`config.mk`:
```
export PLATFORM = sky130hd
export DESIGN_NAME = scrolling_seven_segment_marquee_unit_flat
export DESIGN_NICKNAME = d
export VERILOG_FILES = /design/src/hw/rtl/ssm_pkg.sv /design/src/hw/rtl/ssm_req_if.sv /design/src/hw/rtl/ssm_rsp_if.sv /design/src/hw/rtl/ssm_ctrl.sv /design/src/hw/rtl/ssm_decode.sv /design/src/hw/rtl/scrolling_seven_segment_marquee_unit.sv /design/src/flat_wrapper.sv
export SDC_FILE = /design/constraint.sdc
export NUM_CORES = 1
export LEC_CHECK = 0
export BUFFER_PORTS_ARGS = -buffer_cell sky130_fd_sc_hd__clkbuf_2
export CAP_MARGIN = 5
export CELL_PAD_IN_SITES_DETAIL_PLACEMENT = 1
export CELL_PAD_IN_SITES_GLOBAL_PLACEMENT = 2
export CORE_UTILIZATION = 39
export CTS_CLUSTER_SIZE = 8
export DETAILED_ROUTE_END_ITERATION = 7
export GPL_TIMING_DRIVEN = 0
export HOLD_SLACK_MARGIN = 0.03
export PLACE_DENSITY_LB_ADDON = 0.3
export SETUP_SLACK_MARGIN = 0.5
export SLEW_MARGIN = 40
export SYNTH_ARGS = -nofsm -noshare
export SYNTH_HDL_FRONTEND = slang
export SYNTH_SLANG_ARGS = --single-unit
```
`constraint.sdc`:
```
create_clock -name clock -period 12.03 [get_ports clock]
set_input_delay 0 -clock clock [delete_from_list [all_inputs] [get_ports clock]]
set_output_delay 0 -clock clock [all_outputs]
set_load 0.05 [all_outputs]
```
`src/hw/rtl/ssm_pkg.sv`:
```
// Shared types, constants and glyph functions for the scrolling marquee.
package ssm_pkg;

   localparam int DIGIT_COUNT_DEFAULT = 4;
   localparam int DIGIT_LINES         = 4;

   localparam logic [7:0] FRAMES_RESET  = 8'd50;
   localparam logic [2:0] OPEN_LENGTH   = 3'd5;
   localparam logic [2:0] CLOSED_LENGTH = 3'd7;
   localparam logic [3:0] ENABLES_NONE  = 4'hF;

   localparam logic [7:0] SEG_BLANK = 8'h00;
   localparam logic [7:0] SEG_O     = 8'h3F;
   localparam logic [7:0] SEG_P     = 8'h73;
   localparam logic [7:0] SEG_E     = 8'h79;
   localparam logic [7:0] SEG_N     = 8'h37;
   localparam logic [7:0] SEG_C     = 8'h39;
   localparam logic [7:0] SEG_L     = 8'h38;
   localparam logic [7:0] SEG_S     = 8'h6D;
   localparam logic [7:0] SEG_D     = 8'h5E;

   typedef enum logic {
      MSG_OPEN   = 1'b0,
      MSG_CLOSED = 1'b1
   } msg_type;

   // What the current tick shows, after any toggle taken on this tick.
   typedef struct packed {
      logic [2:0] scroll_index;
      msg_type    message;
   } tick_view_type;

   function automatic logic [2:0] message_length(input msg_type message);
      return (message == MSG_CLOSED) ? CLOSED_LENGTH : OPEN_LENGTH;
   endfunction

   // The sum is at most 13, so two conditional subtracts bring it below the length.
   function automatic logic [2:0] wrap_position(input logic [3:0] sum, input logic [2:0] len);
      logic [3:0] value;
      value = sum;
      if (value >= {1'b0, len}) value = value - {1'b0, len};
      if (value >= {1'b0, len}) value = value - {1'b0, len};
      return value[2:0];
   endfunction

   function automatic logic [7:0] glyph_lookup(input msg_type message, input logic [2:0] pos);
      logic [7:0] seg;
      seg = SEG_BLANK;
      if (message == MSG_OPEN) begin
         unique case (pos)
            3'd0: seg = SEG_O;
            3'd1: seg = SEG_P;
            3'd2: seg = SEG_E;
            3'd3: seg = SEG_N;
            default: seg = SEG_BLANK;
         endcase
      end else begin
         unique case (pos)
            3'd0: seg = SEG_C;
            3'd1: seg = SEG_L;
            3'd2: seg = SEG_O;
            3'd3: seg = SEG_S;
            3'd4: seg = SEG_E;
            3'd5: seg = SEG_D;
            default: seg = SEG_BLANK;
         endcase
      end
      return seg;
   endfunction

endpackage

```
`src/hw/rtl/ssm_req_if.sv`:
```
// Input channel: one tick carrying the button level.
interface ssm_req_if;
   logic valid;
   logic ready;
   logic button_level;

   modport source (output valid, output button_level, input ready);
   modport sink (input valid, input button_level, output ready);
endinterface

```
`src/hw/rtl/ssm_rsp_if.sv`:
```
// Result channel: segment pattern, digit enables and message flag for one tick.
interface ssm_rsp_if;
   logic       valid;
   logic       ready;
   logic [7:0] segment_pattern;
   logic [3:0] digit_enables;
   logic       showing_closed;

   modport source (output valid, output segment_pattern, output digit_enables,
                   output showing_closed, input ready);
   modport sink (input valid, input segment_pattern, input digit_enables,
                 input showing_closed, output ready);
endinterface

```
`src/hw/rtl/ssm_ctrl.sv`:
```
// Marquee state: digit, frame and scroll counters, button edge logic, step register.
module ssm_ctrl #(
   parameter int DIGIT_COUNT = ssm_pkg::DIGIT_COUNT_DEFAULT,
   parameter int DIGIT_W     = (DIGIT_COUNT > 1) ? $clog2(DIGIT_COUNT) : 1
) (
   input  logic                  clock,
   input  logic                  reset,
   input  logic                  tick_accept,
   input  logic                  button_level,
   input  logic                  csr_write_enable,
   input  logic [7:0]            csr_write_data,
   output logic [DIGIT_W-1:0]    digit_position,
   output ssm_pkg::tick_view_type view
);
   import ssm_pkg::*;

   logic [7:0]         frames_per_step_ff;
   logic [DIGIT_W-1:0] digit_ff, digit_in;
   logic [7:0]         frame_ff, frame_in;
   logic [2:0]         scroll_ff, scroll_in;
   msg_type            msg_ff, msg_in;
   logic               prev_ff, prev_in;
   logic               armed_ff, armed_in;

   logic       sample, rise, fall, toggle, last_digit, step;
   logic [7:0] frame_inc;
   logic [2:0] scroll_now, len;

   always_comb begin
      sample     = (digit_ff == '0) && (frame_ff == '0);
      rise       = button_level && !prev_ff;
      fall       = !button_level && prev_ff;
      toggle     = sample && fall && armed_ff;
      msg_in     = toggle ? msg_type'(~msg_ff) : msg_ff;
      scroll_now = toggle ? 3'd0 : scroll_ff;
      prev_in    = sample ? button_level : prev_ff;
      priority if (sample && rise) armed_in = 1'b1;
      else if (toggle)             armed_in = 1'b0;
      else                         armed_in = armed_ff;

      len        = message_length(msg_in);
      last_digit = (digit_ff == DIGIT_W'(DIGIT_COUNT - 1));
      frame_inc  = frame_ff + 8'd1;
      step       = last_digit && (frame_inc == frames_per_step_ff);
      digit_in   = last_digit ? '0 : digit_ff + DIGIT_W'(1);
      if (last_digit) frame_in = step ? 8'd0 : frame_inc;
      else            frame_in = frame_ff;
      if (step) scroll_in = (scroll_now == len - 3'd1) ? 3'd0 : scroll_now + 3'd1;
      else      scroll_in = scroll_now;
   end

   assign digit_position    = digit_ff;
   assign view.scroll_index = scroll_now;
   assign view.message      = msg_in;

   always_ff @(posedge clock) begin
      if (reset) begin
         frames_per_step_ff <= FRAMES_RESET;
      end else if (csr_write_enable) begin
         frames_per_step_ff <= csr_write_data;
      end
   end

   always_ff @(posedge clock) begin
      if (reset) begin
         digit_ff  <= '0;
         frame_ff  <= '0;
         scroll_ff <= '0;
         msg_ff    <= MSG_OPEN;
         prev_ff   <= 1'b0;
         armed_ff  <= 1'b0;
      end else if (tick_accept) begin
         digit_ff  <= digit_in;
         frame_ff  <= frame_in;
         scroll_ff <= scroll_in;
         msg_ff    <= msg_in;
         prev_ff   <= prev_in;
         armed_ff  <= armed_in;
      end
   end

   // The scroll position always lies inside the message being shown.
   a_scroll_in_range: assert property (@(posedge clock) disable iff (reset)
      scroll_ff < message_length(msg_ff))
      else $error("scroll index beyond message length");

   a_digit_in_range: assert property (@(posedge clock) disable iff (reset)
      32'(digit_ff) < DIGIT_COUNT)
      else $error("digit position beyond digit count");

   // The message only changes on the first tick of a pass.
   a_toggle_on_sample: assert property (@(posedge clock) disable iff (reset)
      !(tick_accept && sample) |=> $stable(msg_ff))
      else $error("message changed outside a sample tick");

endmodule

```
`src/hw/rtl/ssm_decode.sv`:
```
// Segment and digit-select decode for the digit being driven this tick.
module ssm_decode #(
   parameter int DIGIT_W = 2
) (
   input  logic [DIGIT_W-1:0]     digit_position,
   input  ssm_pkg::tick_view_type view,
   output logic [7:0]             segment_pattern,
   output logic [3:0]             digit_enables
);
   import ssm_pkg::*;

   logic [3:0] pos_sum;
   logic [2:0] pos;

   always_comb begin
      pos_sum         = {1'b0, view.scroll_index} + 4'(digit_position);
      pos             = wrap_position(pos_sum, message_length(view.message));
      segment_pattern = glyph_lookup(view.message, pos);
      // Digits past the four wired lines select nothing.
      if (32'(digit_position) < DIGIT_LINES) digit_enables = ~(4'b0001 << digit_position);
      else                                   digit_enables = ENABLES_NONE;
   end

endmodule

```
`src/hw/rtl/scrolling_seven_segment_marquee_unit.sv`:
```
// Top level of the scrolling seven-segment marquee with its result register.
//
//   channel   direction  payload                                        
//   req_chan  in         button_level[0]                                
//   rsp_chan  out        segment_pattern[7:0] digit_enables[3:0] showing_closed
//   csr       in         csr_write_data[7:0] = frames_per_step          
//
// One tick is accepted per cycle; its result sits in the result register from
// the next cycle on. The input is ready whenever that register is empty or is
// being read in the same cycle, so while a result waits unread no tick is taken.
// Reset clears all counters, selects OPEN and loads a step of 50 frames.
module scrolling_seven_segment_marquee_unit #(
   parameter int DIGIT_COUNT = ssm_pkg::DIGIT_COUNT_DEFAULT
) (
   input  logic        clock,
   input  logic        reset,
   ssm_req_if.sink     req_chan,
   ssm_rsp_if.source   rsp_chan,
   input  logic        csr_write_enable,
   input  logic [7:0]  csr_write_data
);
   import ssm_pkg::*;

   localparam int DIGIT_W = (DIGIT_COUNT > 1) ? $clog2(DIGIT_COUNT) : 1;

   logic               accept;
   logic [DIGIT_W-1:0] digit_position;
   tick_view_type      view;
   logic [7:0]         segment_pattern;
   logic [3:0]         digit_enables;

   logic       rsp_valid_ff;
   logic [7:0] rsp_segment_ff;
   logic [3:0] rsp_enables_ff;
   logic       rsp_closed_ff;

   assign req_chan.ready = !rsp_valid_ff || rsp_chan.ready;
   assign accept         = req_chan.valid && req_chan.ready;

   ssm_ctrl #(
      .DIGIT_COUNT(DIGIT_COUNT),
      .DIGIT_W    (DIGIT_W)
   ) u_ctrl (
      .clock           (clock),
      .reset           (reset),
      .tick_accept     (accept),
      .button_level    (req_chan.button_level),
      .csr_write_enable(csr_write_enable),
      .csr_write_data  (csr_write_data),
      .digit_position  (digit_position),
      .view            (view)
   );

   ssm_decode #(
      .DIGIT_W(DIGIT_W)
   ) u_decode (
      .digit_position (digit_position),
      .view           (view),
      .segment_pattern(segment_pattern),
      .digit_enables  (digit_enables)
   );

   always_ff @(posedge clock) begin
      if (reset) begin
         rsp_valid_ff <= 1'b0;
      end else if (accept) begin
         rsp_valid_ff <= 1'b1;
      end else if (rsp_chan.ready) begin
         rsp_valid_ff <= 1'b0;
      end
   end

   always_ff @(posedge clock) begin
      if (accept) begin
         rsp_segment_ff <= segment_pattern;
         rsp_enables_ff <= digit_enables;
         rsp_closed_ff  <= (view.message == MSG_CLOSED);
      end
   end

   assign rsp_chan.valid           = rsp_valid_ff;
   assign rsp_chan.segment_pattern = rsp_segment_ff;
   assign rsp_chan.digit_enables   = rsp_enables_ff;
   assign rsp_chan.showing_closed  = rsp_closed_ff;

   // A held result must block the next tick, or it would be overwritten.
   a_no_overwrite: assert property (@(posedge clock) disable iff (reset)
      rsp_valid_ff && !rsp_chan.ready |-> !req_chan.ready)
      else $error("input ready while result register is stalled");

   a_accept_fills: assert property (@(posedge clock) disable iff (reset)
      accept |=> rsp_valid_ff)
      else $error("accepted tick left no result");

   // At most one digit line is driven low.
   a_one_digit: assert property (@(posedge clock) disable iff (reset)
      rsp_valid_ff |-> $countones(~rsp_enables_ff) <= 1)
      else $error("more than one digit selected");

endmodule

```
`src/flat_wrapper.sv`:
```
// flat-port wrapper written by rule: the top's interface ports become plain ports
module scrolling_seven_segment_marquee_unit_flat import ssm_pkg::*;
#(
   parameter int DIGIT_COUNT = ssm_pkg::DIGIT_COUNT_DEFAULT
)
  (clock, reset, csr_write_enable, csr_write_data, req_chan_valid, req_chan_button_level, req_chan_ready, rsp_chan_valid, rsp_chan_segment_pattern, rsp_chan_digit_enables, rsp_chan_showing_closed, rsp_chan_ready);
  ssm_req_if req_chan_i ();
  ssm_rsp_if rsp_chan_i ();
  input  logic clock;
  input  logic reset;
  input  logic csr_write_enable;
  input  logic [7:0] csr_write_data;
  input wire logic [$bits(req_chan_i.valid)-1:0] req_chan_valid;
  input wire logic [$bits(req_chan_i.button_level)-1:0] req_chan_button_level;
  output wire logic [$bits(req_chan_i.ready)-1:0] req_chan_ready;
  output wire logic [$bits(rsp_chan_i.valid)-1:0] rsp_chan_valid;
  output wire logic [$bits(rsp_chan_i.segment_pattern)-1:0] rsp_chan_segment_pattern;
  output wire logic [$bits(rsp_chan_i.digit_enables)-1:0] rsp_chan_digit_enables;
  output wire logic [$bits(rsp_chan_i.showing_closed)-1:0] rsp_chan_showing_closed;
  input wire logic [$bits(rsp_chan_i.ready)-1:0] rsp_chan_ready;
  assign req_chan_i.valid = req_chan_valid;
  assign req_chan_i.button_level = req_chan_button_level;
  assign req_chan_ready = req_chan_i.ready;
  assign rsp_chan_valid = rsp_chan_i.valid;
  assign rsp_chan_segment_pattern = rsp_chan_i.segment_pattern;
  assign rsp_chan_digit_enables = rsp_chan_i.digit_enables;
  assign rsp_chan_showing_closed = rsp_chan_i.showing_closed;
  assign rsp_chan_i.ready = rsp_chan_ready;
  scrolling_seven_segment_marquee_unit #(.DIGIT_COUNT(DIGIT_COUNT)) u_core (.clock(clock), .reset(reset), .req_chan(req_chan_i), .rsp_chan(rsp_chan_i), .csr_write_enable(csr_write_enable), .csr_write_data(csr_write_data));
endmodule
```
==> reports/results.ini, run 1 <==
[placed_design]
post-dp-hpwl_um = 4399
gp_congestion = 0.8038
post-place-ws_ps = 5370
placed_cells = 376
io_buffers = 26

[synth]
synth_top_flop_cell = dfxtp_1
synth-seq-cells = 37
synth.distinct_cells = 59
async_flop_share_pct = 0
syn-instance-count = 275
synth_edf_count = 12
synth.avg_cell_area_um2 = 9.040
synth_nets = 306
synth_area_um2 = 2486
ys_warn_count = 0
seq_area_frac_synth_pct = 34.63

[power_and_ir_drop]
pwr-share-clk_pct = 32.5
internal_power_w = 0.0002032
pwr-share-seq_pct = 47.5
p_sw_share_pct = 30.24
pwr-share-comb_pct = 20.0
power.total_w = 0.0002913
power_switching_w = 0.00008807
ir_worst_vdd_mv = 0.06223
total_leakage_power_nw = 1.130
p_per_area_nw_per_um2 = 100.2

[route]
wl_per_cell_um = 15.33
drt_first_pass_iters = 4
drt-total-wl_um = 6040
drcViolationCount = 0
drt-vias-per-instance = 5.391
final_antenna_net_count = 0
dr_total_vias = 2124
drt_iter0_drc = 125

[critical_path]
cp_data_arrival_time_ps = 6710
path_class = reg2reg
critPathRequiredTime_ps = 12080
worstPathMaxFanout = 10
endpoint_kind = register
critPathLaunchType = register

[sta]
clock_skew_ps = 9.191
setup_tns_ps = 0
slew-limit-headroom_pct = 55.58
finalCritPeriodShare_pct = 55.32
slew_violations = 0
fin_crit_ps = 6656
finalWorstSetupSlack_ps = 5374
rsz0062_at_grt = false
worstMarginPinSlew_ps = 666.2
hold_violations = 0
setup_viol = 0
clock.fmax_mhz = 150.3

[clocking]
clock_path_buffers = 2
clock_latency_ps = 290
clkSinkCount = 37
cts.clk_slew.worst_paths_ps = 80
cts_resized = 0
clock-root-buffer = clkbuf_8
cts_buffers = 5
cts_tree = built
cts_max_level = 2

[cells_and_area]
layout.area.seq_um2 = 860.8
fin_nets = 349
antenna_cells = 0
syn2layout_area_growth_pct = 16.91
fillers = 731
final_cell_count_no_fill = 394
drive_gt1_share_pct = 15.36
multi_input_area_um2 = 1500

[floorplan]
num_rows = 28
die_y_um = 81.84
initial_core_util_pct = 41.26
core_um2 = 6026
ios = 29
dieArea_um2 = 6698
die_w_um = 81.84

[grt]
antenna_found_initial = 0
track_usage_pct = 20.41
grt_overflow = 0
grt_pass1_wl_um = 10320
grt_pass1_vias = 2096
grt_max_degree = 17

[status]
status = completed

[hold_path]
hold_class = in2reg

[run]
maxCapViolations = 0

==> final cells by class <==
type / count / share of cell area (%)
multi-input cells: 210 / 51.61
clock buffers: 6 / 2.841
inverters: 16 / 2.238
clock inverters: 2 / 0.4735
well taps: 75 / 3.229
flip-flops and latches: 37 / 29.62
plain buffers: 12 / 2.066
repair buffers: 36 / 7.921
==> logic make-up after synthesis <==
logic type	Yosys count	synth area share, %
xor gates and xnor gates	20	8.354
AOI/OAI and AO/OA	70	19.43
buffers and inverters	28	5.032
DFF	37	34.63
muxes	8	3.472
and+or+nand+nor	94	19.48
other	1	0.1508
adders and majority gates	17	9.462
==> registers in the layout, summed over array words and instances (netlist names) <==
register                          count
u_core.rsp_chan.valid                 1
u_core.rsp_chan.digit_enables         4
u_core.u_ctrl.scroll_ff               3
u_core.u_ctrl.digit_position          2
u_core.u_ctrl.frames_per_step_ff      8
u_core.u_ctrl.prev_ff                 1
u_core.rsp_chan.segment_pattern       7
u_core.u_ctrl.frame_ff                8
u_core.rsp_chan.showing_closed        1
u_core.u_ctrl.msg_ff                  1
u_core.u_ctrl.armed_ff                1
==> path summary, 6_finish.rpt <==
path	start	end	slack [ps]	cells past startpoint
setup reg to reg	u_core.u_ctrl.digit_position[0]	u_core.rsp_chan.segment_pattern[1]	5370	22
hold reg to reg	u_core.u_ctrl.scroll_ff[1]	u_core.u_ctrl.scroll_ff[1]	490	2
hold / removal	reset	u_core.u_ctrl.armed_ff	40	2
setup / recovery	u_core.u_ctrl.digit_position[0]	u_core.rsp_chan.segment_pattern[1]	5370	22
==> power by group through the flow <==
stage	clock network, W	logic (W)	registers (W)
5_1_grt	0.000101	0.0000647	0.000139
3_3_place_gp	0	0.0000545	0.000141
2_1_floorplan	0	0.0000350	0.000148
3_5_place_dp	0	0.0000553	0.000141
4_1_cts	0.0000957	0.0000583	0.000139
6_report	0.0000945	0.0000583	0.000138
==> cell usage in the layout (no fill, tap or decap), types with 4 or more instances in the layout <==
cell type	count
or3_1	4
edfxtp_1	12
xor2_1	5
dfxtp_1	25
clkbuf_2	26
clkbuf_1	9
inv_1	14
nor3_1	7
o22ai_1	4
mux2i_1	6
a21oi_1	21
dlygate4sd3_1	10
nor2_1	25
nand3_1	7
nand2_1	21
clkbuf_8	6
nand3b_1	5
nor2b_1	7
o21ai_0	14
xnor2_1	13
ha_1	14
==> cell usage after synthesis, drive strengths merged, types with 2 or more instances <==
master,instances,area [um^2]
a31oi,3,18.77
o22ai,4,25.02
or4,2,18.77
a22oi,3,22.52
buf,3,26.27
xor2,5,43.79
a21o,2,15.01
a2bb2oi,2,17.52
mux2i,6,60.06
nand2,21,78.83
nor2,26,100.1
nand3,7,35.03
inv,15,56.30
xnor2,14,141.4
o21ai,14,70.07
or3,4,25.02
mux2,2,26.27
a211oi,3,22.52
nand3b,5,37.54
nand2b,3,18.77
dfxtp,25,500.5
nor2b,7,43.79
clkbuf,9,33.78
nor3,8,45.04
nor3b,3,22.52
a221o,3,30.03
and3,2,12.51
a21oi,21,105.1
edfxtp,12,360.4
a211o,3,26.28
fa,3,60.06
o21bai,2,15.01
ha,14,175.2
==> routing by layer <==
metal,part of all wire [%],up-vias,track usage (%)
met3,3.2,6,4.222
met2,44,44,31.32
li1,-,1068,-
met4,1.0,0,5.088
met1,52,1006,28.92
met5,0,-,0
==> metrics by stage <==
step	instance area [um^2]	hold WS (ps)	utilization (%)
3_3_place_gp	2710	204.1	44.98
5_1_grt	2907	65.63	48.24
3_5_place_dp	2710	212.0	44.98
6_report	2907	38.95	48.24
2_1_floorplan	2486	117.9	-
4_1_cts	2907	46.43	48.24
==> worst max-delay path, stage by stage (launching register included) <==
cell and delay (ps):
dfxtp_1 400, inv_1 120, ha_1 200, nand4bb_1 320
nor3_2 540, nor2b_1 170, ha_1 250, fa_1 610
ha_1 300, ha_1 210, nor2_1 290, o21bai_1 140
mux2_4 320, xnor2_4 310, clkinv_4 170, fa_1 490
nor2_1 190, o22ai_1 110, a21oi_1 170, nand2b_1 320
nor2_1 130, a221o_1 360, a221o_1 290
==> repair_timing <==
action / CTS / global route
hold buffers: 10 / 0
setup buffers: 0 / 0
endpoints found under the hold margin: 9 / 0
Power figures use the tool's default switching activity.
==> inputs of run 2 (changes only) <==
--- a/config.mk
+++ b/config.mk
@@ -9,7 +9,7 @@
 export CAP_MARGIN = 5
 export CELL_PAD_IN_SITES_DETAIL_PLACEMENT = 1
 export CELL_PAD_IN_SITES_GLOBAL_PLACEMENT = 2
-export CORE_UTILIZATION = 39
+export CORE_UTILIZATION = 36
 export CTS_CLUSTER_SIZE = 8
 export DETAILED_ROUTE_END_ITERATION = 7
 export GPL_TIMING_DRIVEN = 0
==> constraint.sdc (replaced) <==
create_clock -name clock -period 6.75 [get_ports clock]
set_input_delay 0 -clock clock [delete_from_list [all_inputs] [get_ports clock]]
set_output_delay 0 -clock clock [all_outputs]
set_load 0.05 [all_outputs]
==> run 2 against run 1 <==
  * Maximum frequency grew 11%
  * Count of clock-buffer cells in the layout stayed put
  * Critical path depth decreased by 2
  * Clock skew decreased by 2.8 ps
  * Via count is 0.28% higher
  * Routed wire length shrank 1.1%
  * Setup slack worse by 4600 ps
  * Sequential share of layout area shrank 1.0 points
  * Cell count up 2.3%
  * Non-clock buffer count grew 7
  * Global-route usage fell by 2.8 points
  * Critical path type unchanged
  * Highest routed layer unchanged
==> reports/results.ini, run 2 (synthesis results as in run 1) <==
[status]
status = completed

[route]
drt_first_pass_iters = 4  ; unchanged
drcViolationCount = 0  ; unchanged
drt-vias-per-instance = 5.285  ; -2.0%
drt_iter0_drc = 75  ; -40%
final_antenna_net_count = 0  ; unchanged
drt-total-wl_um = 5972  ; -1.1%
wl_per_cell_um = 14.82  ; -3.3%
dr_total_vias = 2130  ; +0.28%

[clocking]
clock-root-buffer = clkbuf_8
cts.clk_slew.worst_paths_ps = 70  ; about the same
clock_latency_ps = 290  ; about the same
cts_tree = built
clock_path_buffers = 2  ; unchanged
cts_max_level = 2  ; unchanged
clkSinkCount = 37  ; unchanged
cts_buffers = 5  ; unchanged

[placed_design]
placed_cells = 378  ; +0.53%
io_buffers = 26  ; unchanged
gp_congestion = 0.8185  ; +1.8%
post-dp-hpwl_um = 4321  ; -1.8%
dpl-instance-area_um2 = 2713  ; about the same

[floorplan]
core_um2 = 6495  ; +7.8%
die_y_um = 85.10  ; +4.0%
num_rows = 29  ; +3.6%
initial_core_util_pct = 38.28  ; -3.0 points
ios = 29  ; unchanged
dieArea_um2 = 7242  ; +8.1%
die_w_um = 85.10  ; +4.0%

[cells_and_area]
fillers = 774  ; +5.9%
antenna_cells = 0  ; unchanged
postLayoutCellArea_um2 = 3009  ; +3.5%
final_common_cell = clkbuf_2
fin_nets = 356  ; +2.0%
final_cell_mix = 27 x clkbuf_2, 25 x dfxtp_1, 24 x nor2_1
final_cell_count_no_fill = 403  ; +2.3%
drive_gt1_share_pct = 17.79  ; +2.4 points
syn2layout_area_growth_pct = 21.04
final_util_pct = 46.33  ; -1.9 points

[sta]
rsz0062_at_grt = false
setup_tns_ps = 0  ; unchanged
worstMarginPinSlew_ps = 582.6  ; -83.67 ps
finalCritPeriodShare_pct = 88.46  ; +33 points
hold_violations = 0  ; unchanged
setup_viol = 0  ; unchanged
clock.fmax_mhz = 167.5  ; +11%
slew_violations = 0  ; unchanged
clock_skew_ps = 6.389  ; -2.802 ps
slew-limit-headroom_pct = 61.16  ; +5.6 points
fin_crit_ps = 5971  ; -684.2 ps

[critical_path]
critPathLaunchType = register
crit_chain = or4_4, nor3_4, nor2b_1, ha_1, fa_1, ha_1, ha_1, nor2_4, o21bai_1, mux2_4, xnor2_4, clkinv_4, fa_1, nor2_1, o22ai_1, a21oi_1, nand2b_2, nor2_1, a221o_1, a221o_1
endpoint_kind = register
path_buf_inv = 1  ; -1
slowest_delay_ps = 620  ; about the same
r2r_start = u_core.u_ctrl.frame_ff[2]
rr_worst_depth = 20  ; -9.1%
cp_slowest_cell = fa_1
critPathRequiredTime_ps = 6790  ; -5290 ps
path_class = reg2reg
r2r_slack_ps = 780  ; -4600 ps
cpLargestDelayFamily = adder cells
reg2reg_to = u_core.rsp_chan.segment_pattern[1]
cp_data_arrival_time_ps = 6010  ; -700 ps
cpMostUsedCell = ha_1
worstPathMaxFanout = 8  ; -2

[hold_path]
hold_class = in2reg
hold_depth = 2  ; unchanged
timing.hold.worst_endpoint = u_core.u_ctrl.armed_ff
worstHoldStart = reset

[power_and_ir_drop]
pwr-share-comb_pct = 20.3  ; +0.3 points
pwr-share-seq_pct = 45.4  ; -2.1 points
pwr-share-clk_pct = 34.3  ; +1.8 points
power_switching_w = 0.0001500  ; +70%
internal_power_w = 0.0003935  ; +94%
power.total_w = 0.0005435  ; +87%
total_leakage_power_nw = 1.177  ; +4.1%
p_per_area_nw_per_um2 = 180.6  ; +80%
p_sw_share_pct = 27.60  ; -2.6 points
ir_worst_vdd_mv = 0.1447  ; +130%

[grt]
track_usage_pct = 17.60  ; -2.8 points
grt_pass1_wl_um = 10120  ; -1.9%
grt_overflow = 0  ; unchanged
grt_pass1_vias = 2097  ; +0.048%
antenna_found_initial = 0  ; unchanged
grt_max_degree = 17  ; unchanged

[run]
maxCapViolations = 0  ; unchanged

==> run 2: cell types whose count changed in the layout (fill, tap and decap cells not counted), sizes merged <==
cell,previous run,this run
buf,3,9
bufinv,0,1
clkinv,3,2
dlygate4sd3,10,11
==> run 2: power groups by stage <==
stage	clock network, W	logic, W	registers, W
floorplan	0	0.0000623	0.000264
finish	0.000186	0.000111	0.000247
CTS	0.000193	0.000106	0.000247
global placement	0	0.0000971	0.000251
detailed placement	0	0.0000989	0.000252
global route	0.000202	0.000121	0.000248
==> run 2: worst register-to-register path, stage by stage, from the launching register on <==
cell	delay [ps]
dfxtp_1	400
or4_4	610
nor3_4	230
nor2b_1	110
ha_1	230
fa_1	620
ha_1	300
ha_1	240
nor2_4	170
o21bai_1	100
mux2_4	310
xnor2_4	300
clkinv_4	150
fa_1	490
nor2_1	190
o22ai_1	100
a21oi_1	190
nand2b_2	220
nor2_1	90
a221o_1	360
a221o_1	300
==> run 2: repair_timing <==
item,CTS,global route
pin swaps,1,1
endpoints found under the hold margin,9,0
endpoints found under the setup margin,6,6
cloned,0,0
hold buffers,11,0
setup buffers,2,4
resized for setup,3,4
==> run 2: worst max-delay path by stage <==
stage | slack [ps] | from | end | cells past startpoint
after floorplan | 1070 | u_core.u_ctrl.digit_position[0] | u_core.rsp_chan.segment_pattern[1] | 22
after global placement | 180 | u_core.u_ctrl.digit_position[0] | u_core.rsp_chan.segment_pattern[1] | 22
after detailed placement | 110 | u_core.u_ctrl.digit_position[0] | u_core.rsp_chan.segment_pattern[1] | 22
after CTS | 560 | u_core.u_ctrl.digit_position[0] | u_core.rsp_chan.segment_pattern[1] | 22
after global routing | 480 | u_core.u_ctrl.frame_ff[2] | u_core.rsp_chan.segment_pattern[1] | 20
final | 780 | u_core.u_ctrl.frame_ff[2] | u_core.rsp_chan.segment_pattern[1] | 20
==> run 2: area by class of cell <==
class | count | area (um^2) | share of cell area (%)
buffer | 12 | 61.31 | 2.037
clock buffer | 6 | 72.57 | 2.412
clock inverter | 2 | 35.03 | 1.164
inverter | 16 | 65.06 | 2.162
multi-input combinational | 210 | 1533 | 50.94
sequential | 37 | 860.8 | 28.61
tap | 77 | 96.34 | 3.202
timing repair buffer | 43 | 285.3 | 9.480
==> run 2: routing by layer <==
metal	wire, um	up-vias	track usage (%)
li1	-	1085	-
met1	3123	1002	24.05
met5	0	-	0
met3	179	7	3.210
met4	59	0	5.085
met2	2609	36	28.45
==> run 2: per-stage QoR <==
step	hold WS [ps]	setup WS [ps]
3_3_place_gp	204.9	183.6
4_1_cts	53.17	564.7
6_report	48.40	778.7
2_1_floorplan	117.9	1069
5_1_grt	82.83	477.0
3_5_place_dp	209.5	114.9
==> inputs of run 3 (changes only) <==
--- a/config.mk
+++ b/config.mk
@@ -9,7 +9,9 @@
 export CAP_MARGIN = 5
 export CELL_PAD_IN_SITES_DETAIL_PLACEMENT = 1
 export CELL_PAD_IN_SITES_GLOBAL_PLACEMENT = 2
-export CORE_UTILIZATION = 36
+export CORE_MARGIN = 5
+export CORE_UTILIZATION = 37
+export CTS_BUF_LIST = sky130_fd_sc_hd__clkbuf_4
 export CTS_CLUSTER_SIZE = 8
 export DETAILED_ROUTE_END_ITERATION = 7
 export GPL_TIMING_DRIVEN = 0
==> run 3 against run 2 <==
  * Combinational power hardly changed
  * Clock power shrank 16%
  * First-iteration DRC count decreased by 9.3%
  * Design area fell by 0.58%
  * Sequential power barely moved
  * Sequential share of layout area increased by 0.17 points
  * Hold slack got worse by 11 ps
  * Critical endpoint unchanged
  * Highest routed layer unchanged
  * Cell count up 0.25%
  * Global-route usage decreased by 2.7 points
  * Non-clock buffer count increased by 1
==> reports/results.ini, run 3 (synthesis results as in run 1) <==
[status]
status = completed

[route]
dr_total_vias = 2166  ; +1.7%
drt_iter0_drc = 68  ; -9.3%
wl_per_cell_um = 15.26  ; +3.0%
drt-vias-per-instance = 5.361  ; +1.4%
drcViolationCount = 0  ; unchanged
drt-total-wl_um = 6166  ; +3.2%
final_antenna_net_count = 0  ; unchanged
drt_first_pass_iters = 4  ; unchanged

[clocking]
cts_buffers = 5  ; unchanged
cts_max_level = 2  ; unchanged
clkSinkCount = 37  ; unchanged
clock_path_buffers = 2  ; unchanged
clock-root-buffer = clkbuf_4
clock_latency_ps = 340  ; +50 ps
cts_tree = built
cts.clk_slew.worst_paths_ps = 130  ; +60 ps

[grt]
grt_pass1_vias = 2107  ; +0.48%
grt_pass1_wl_um = 10350  ; +2.3%
track_usage_pct = 14.91  ; -2.7 points
grt_max_degree = 17  ; unchanged
grt_overflow = 0  ; unchanged
antenna_found_initial = 0  ; unchanged

[cells_and_area]
drive_gt1_share_pct = 17.43  ; -0.36 points
fin_nets = 357  ; +0.28%
layout.area.seq_um2 = 860.8  ; unchanged
antenna_cells = 0  ; unchanged
syn2layout_area_growth_pct = 20.33
final_cell_mix = 26 x clkbuf_2, 25 x dfxtp_1, 24 x nor2_1
final_common_cell = clkbuf_2
fillers = 773  ; -0.13%
multi_input_area_um2 = 1533  ; unchanged
postLayoutCellArea_um2 = 2992  ; -0.58%

[floorplan]
die_y_um = 91.97  ; +8.1%
core_um2 = 6459  ; -0.56%
num_rows = 29  ; unchanged
initial_core_util_pct = 38.49  ; +0.22 points
dieArea_um2 = 8458  ; +17%
ios = 29  ; unchanged
die_w_um = 91.97  ; +8.1%

[critical_path]
critPathRequiredTime_ps = 6850  ; +60 ps
endpoint_kind = register
worstPathMaxFanout = 8  ; unchanged
critPathLaunchType = register
path_class = reg2reg
cp_data_arrival_time_ps = 6010  ; about the same

[power_and_ir_drop]
total_leakage_power_nw = 1.170  ; -0.64%
power.total_w = 0.0005138  ; -5.5%
ir_worst_vdd_mv = 0.09499  ; -34%
p_per_area_nw_per_um2 = 171.7  ; -4.9%

[sta]
setup_viol = 0  ; unchanged
finalCritPeriodShare_pct = 87.58  ; -0.88 points
slew-limit-headroom_pct = 54.56  ; -6.6 points
worstMarginPinSlew_ps = 681.6  ; +99.05 ps
hold_violations = 0  ; unchanged
clock_skew_ps = 10.08  ; +3.692 ps
rsz0062_at_grt = false
clock.fmax_mhz = 169.2  ; +1.0%
fin_crit_ps = 5912  ; -59.71 ps
setup_tns_ps = 0  ; unchanged
slew_violations = 0  ; unchanged

[placed_design]
io_buffers = 26  ; unchanged
post-dp-hpwl_um = 4525  ; +4.7%
gp_congestion = 0.8425  ; +2.9%
dpl-instance-area_um2 = 2713  ; unchanged

[run]
maxCapViolations = 0  ; unchanged

[hold_path]
hold_class = in2reg

[run 3: worst max-delay path: stages, from the launching register on]
cell       delay, ps
dfxtp_1          410
inv_1            120
ha_1             220
nand4bb_4        200
nor3_4           320
nor2b_1          140
ha_1             240
fa_1             610
ha_1             290
ha_1             240
nor2_4           180
o21bai_1         110
mux2_4           310
xnor2_4          220
clkinv_4         130
fa_1             490
nor2_1           180
o22ai_1          100
a21oi_1          190
nand2b_2         220
nor2_1            90
a221o_1          350
a221o_1          300
[run 3: layout make-up]
class,instances,area share [%]
multi-input combinational,210,51.23
sequential,37,28.77
timing repair buffer,44,9.954
tap,77,3.220
inverter,16,2.175
buffer,12,2.008
clock inverter,3,1.380
clock buffer,5,1.255
[run 3: layer usage]
layer / GRT usage [%] / vias to the layer above / share of wire [%]
met5: 0 / - / 0
met4: 3.713 / 0 / 0.86
met3: 2.537 / 4 / 3.4
met2: 22.93 / 43 / 45
met1: 21.68 / 1030 / 51
li1: - / 1089 / -
[run 3: stage by stage]
step | hold WS (ps) | cells | setup slack, ps | utilization, %
finish | 37.26 | 404 | 838.4 | 46.32
detailed placement | 215.7 | 378 | 42.34 | 42.00
global placement | 203.0 | 378 | 166.1 | 42.00
CTS | 39.49 | 403 | 651.0 | 45.91
global route | 74.60 | 404 | 507.5 | 46.32
floorplan | 117.9 | 275 | 1069 | -
[run 3: worst paths after layout]
path	start	endpoint	slack [ps]	cells past startpoint
worst max-delay path	u_core.u_ctrl.digit_position[0]	u_core.rsp_chan.segment_pattern[1]	840	22
worst min-delay path	req_chan_button_level	u_core.u_ctrl.prev_ff	40	5
worst max register to register	u_core.u_ctrl.digit_position[0]	u_core.rsp_chan.segment_pattern[1]	840	22
worst min register to register	u_core.u_ctrl.scroll_ff[1]	u_core.u_ctrl.scroll_ff[1]	520	2
[run 3: repair_timing]
item,CTS,global route
hold endpoints to repair,11,0
setup buffers,4,1
hold buffers,13,0
setup endpoints to repair,7,1
gates resized for setup,3,3
pin swaps,2,1
[run 3: power by group]
group	switching, W	internal, W	leakage, nW
registers	0.00000638	0.000240	0.303
clock network	0.0000797	0.0000770	0.0415
logic	0.0000669	0.0000434	0.825
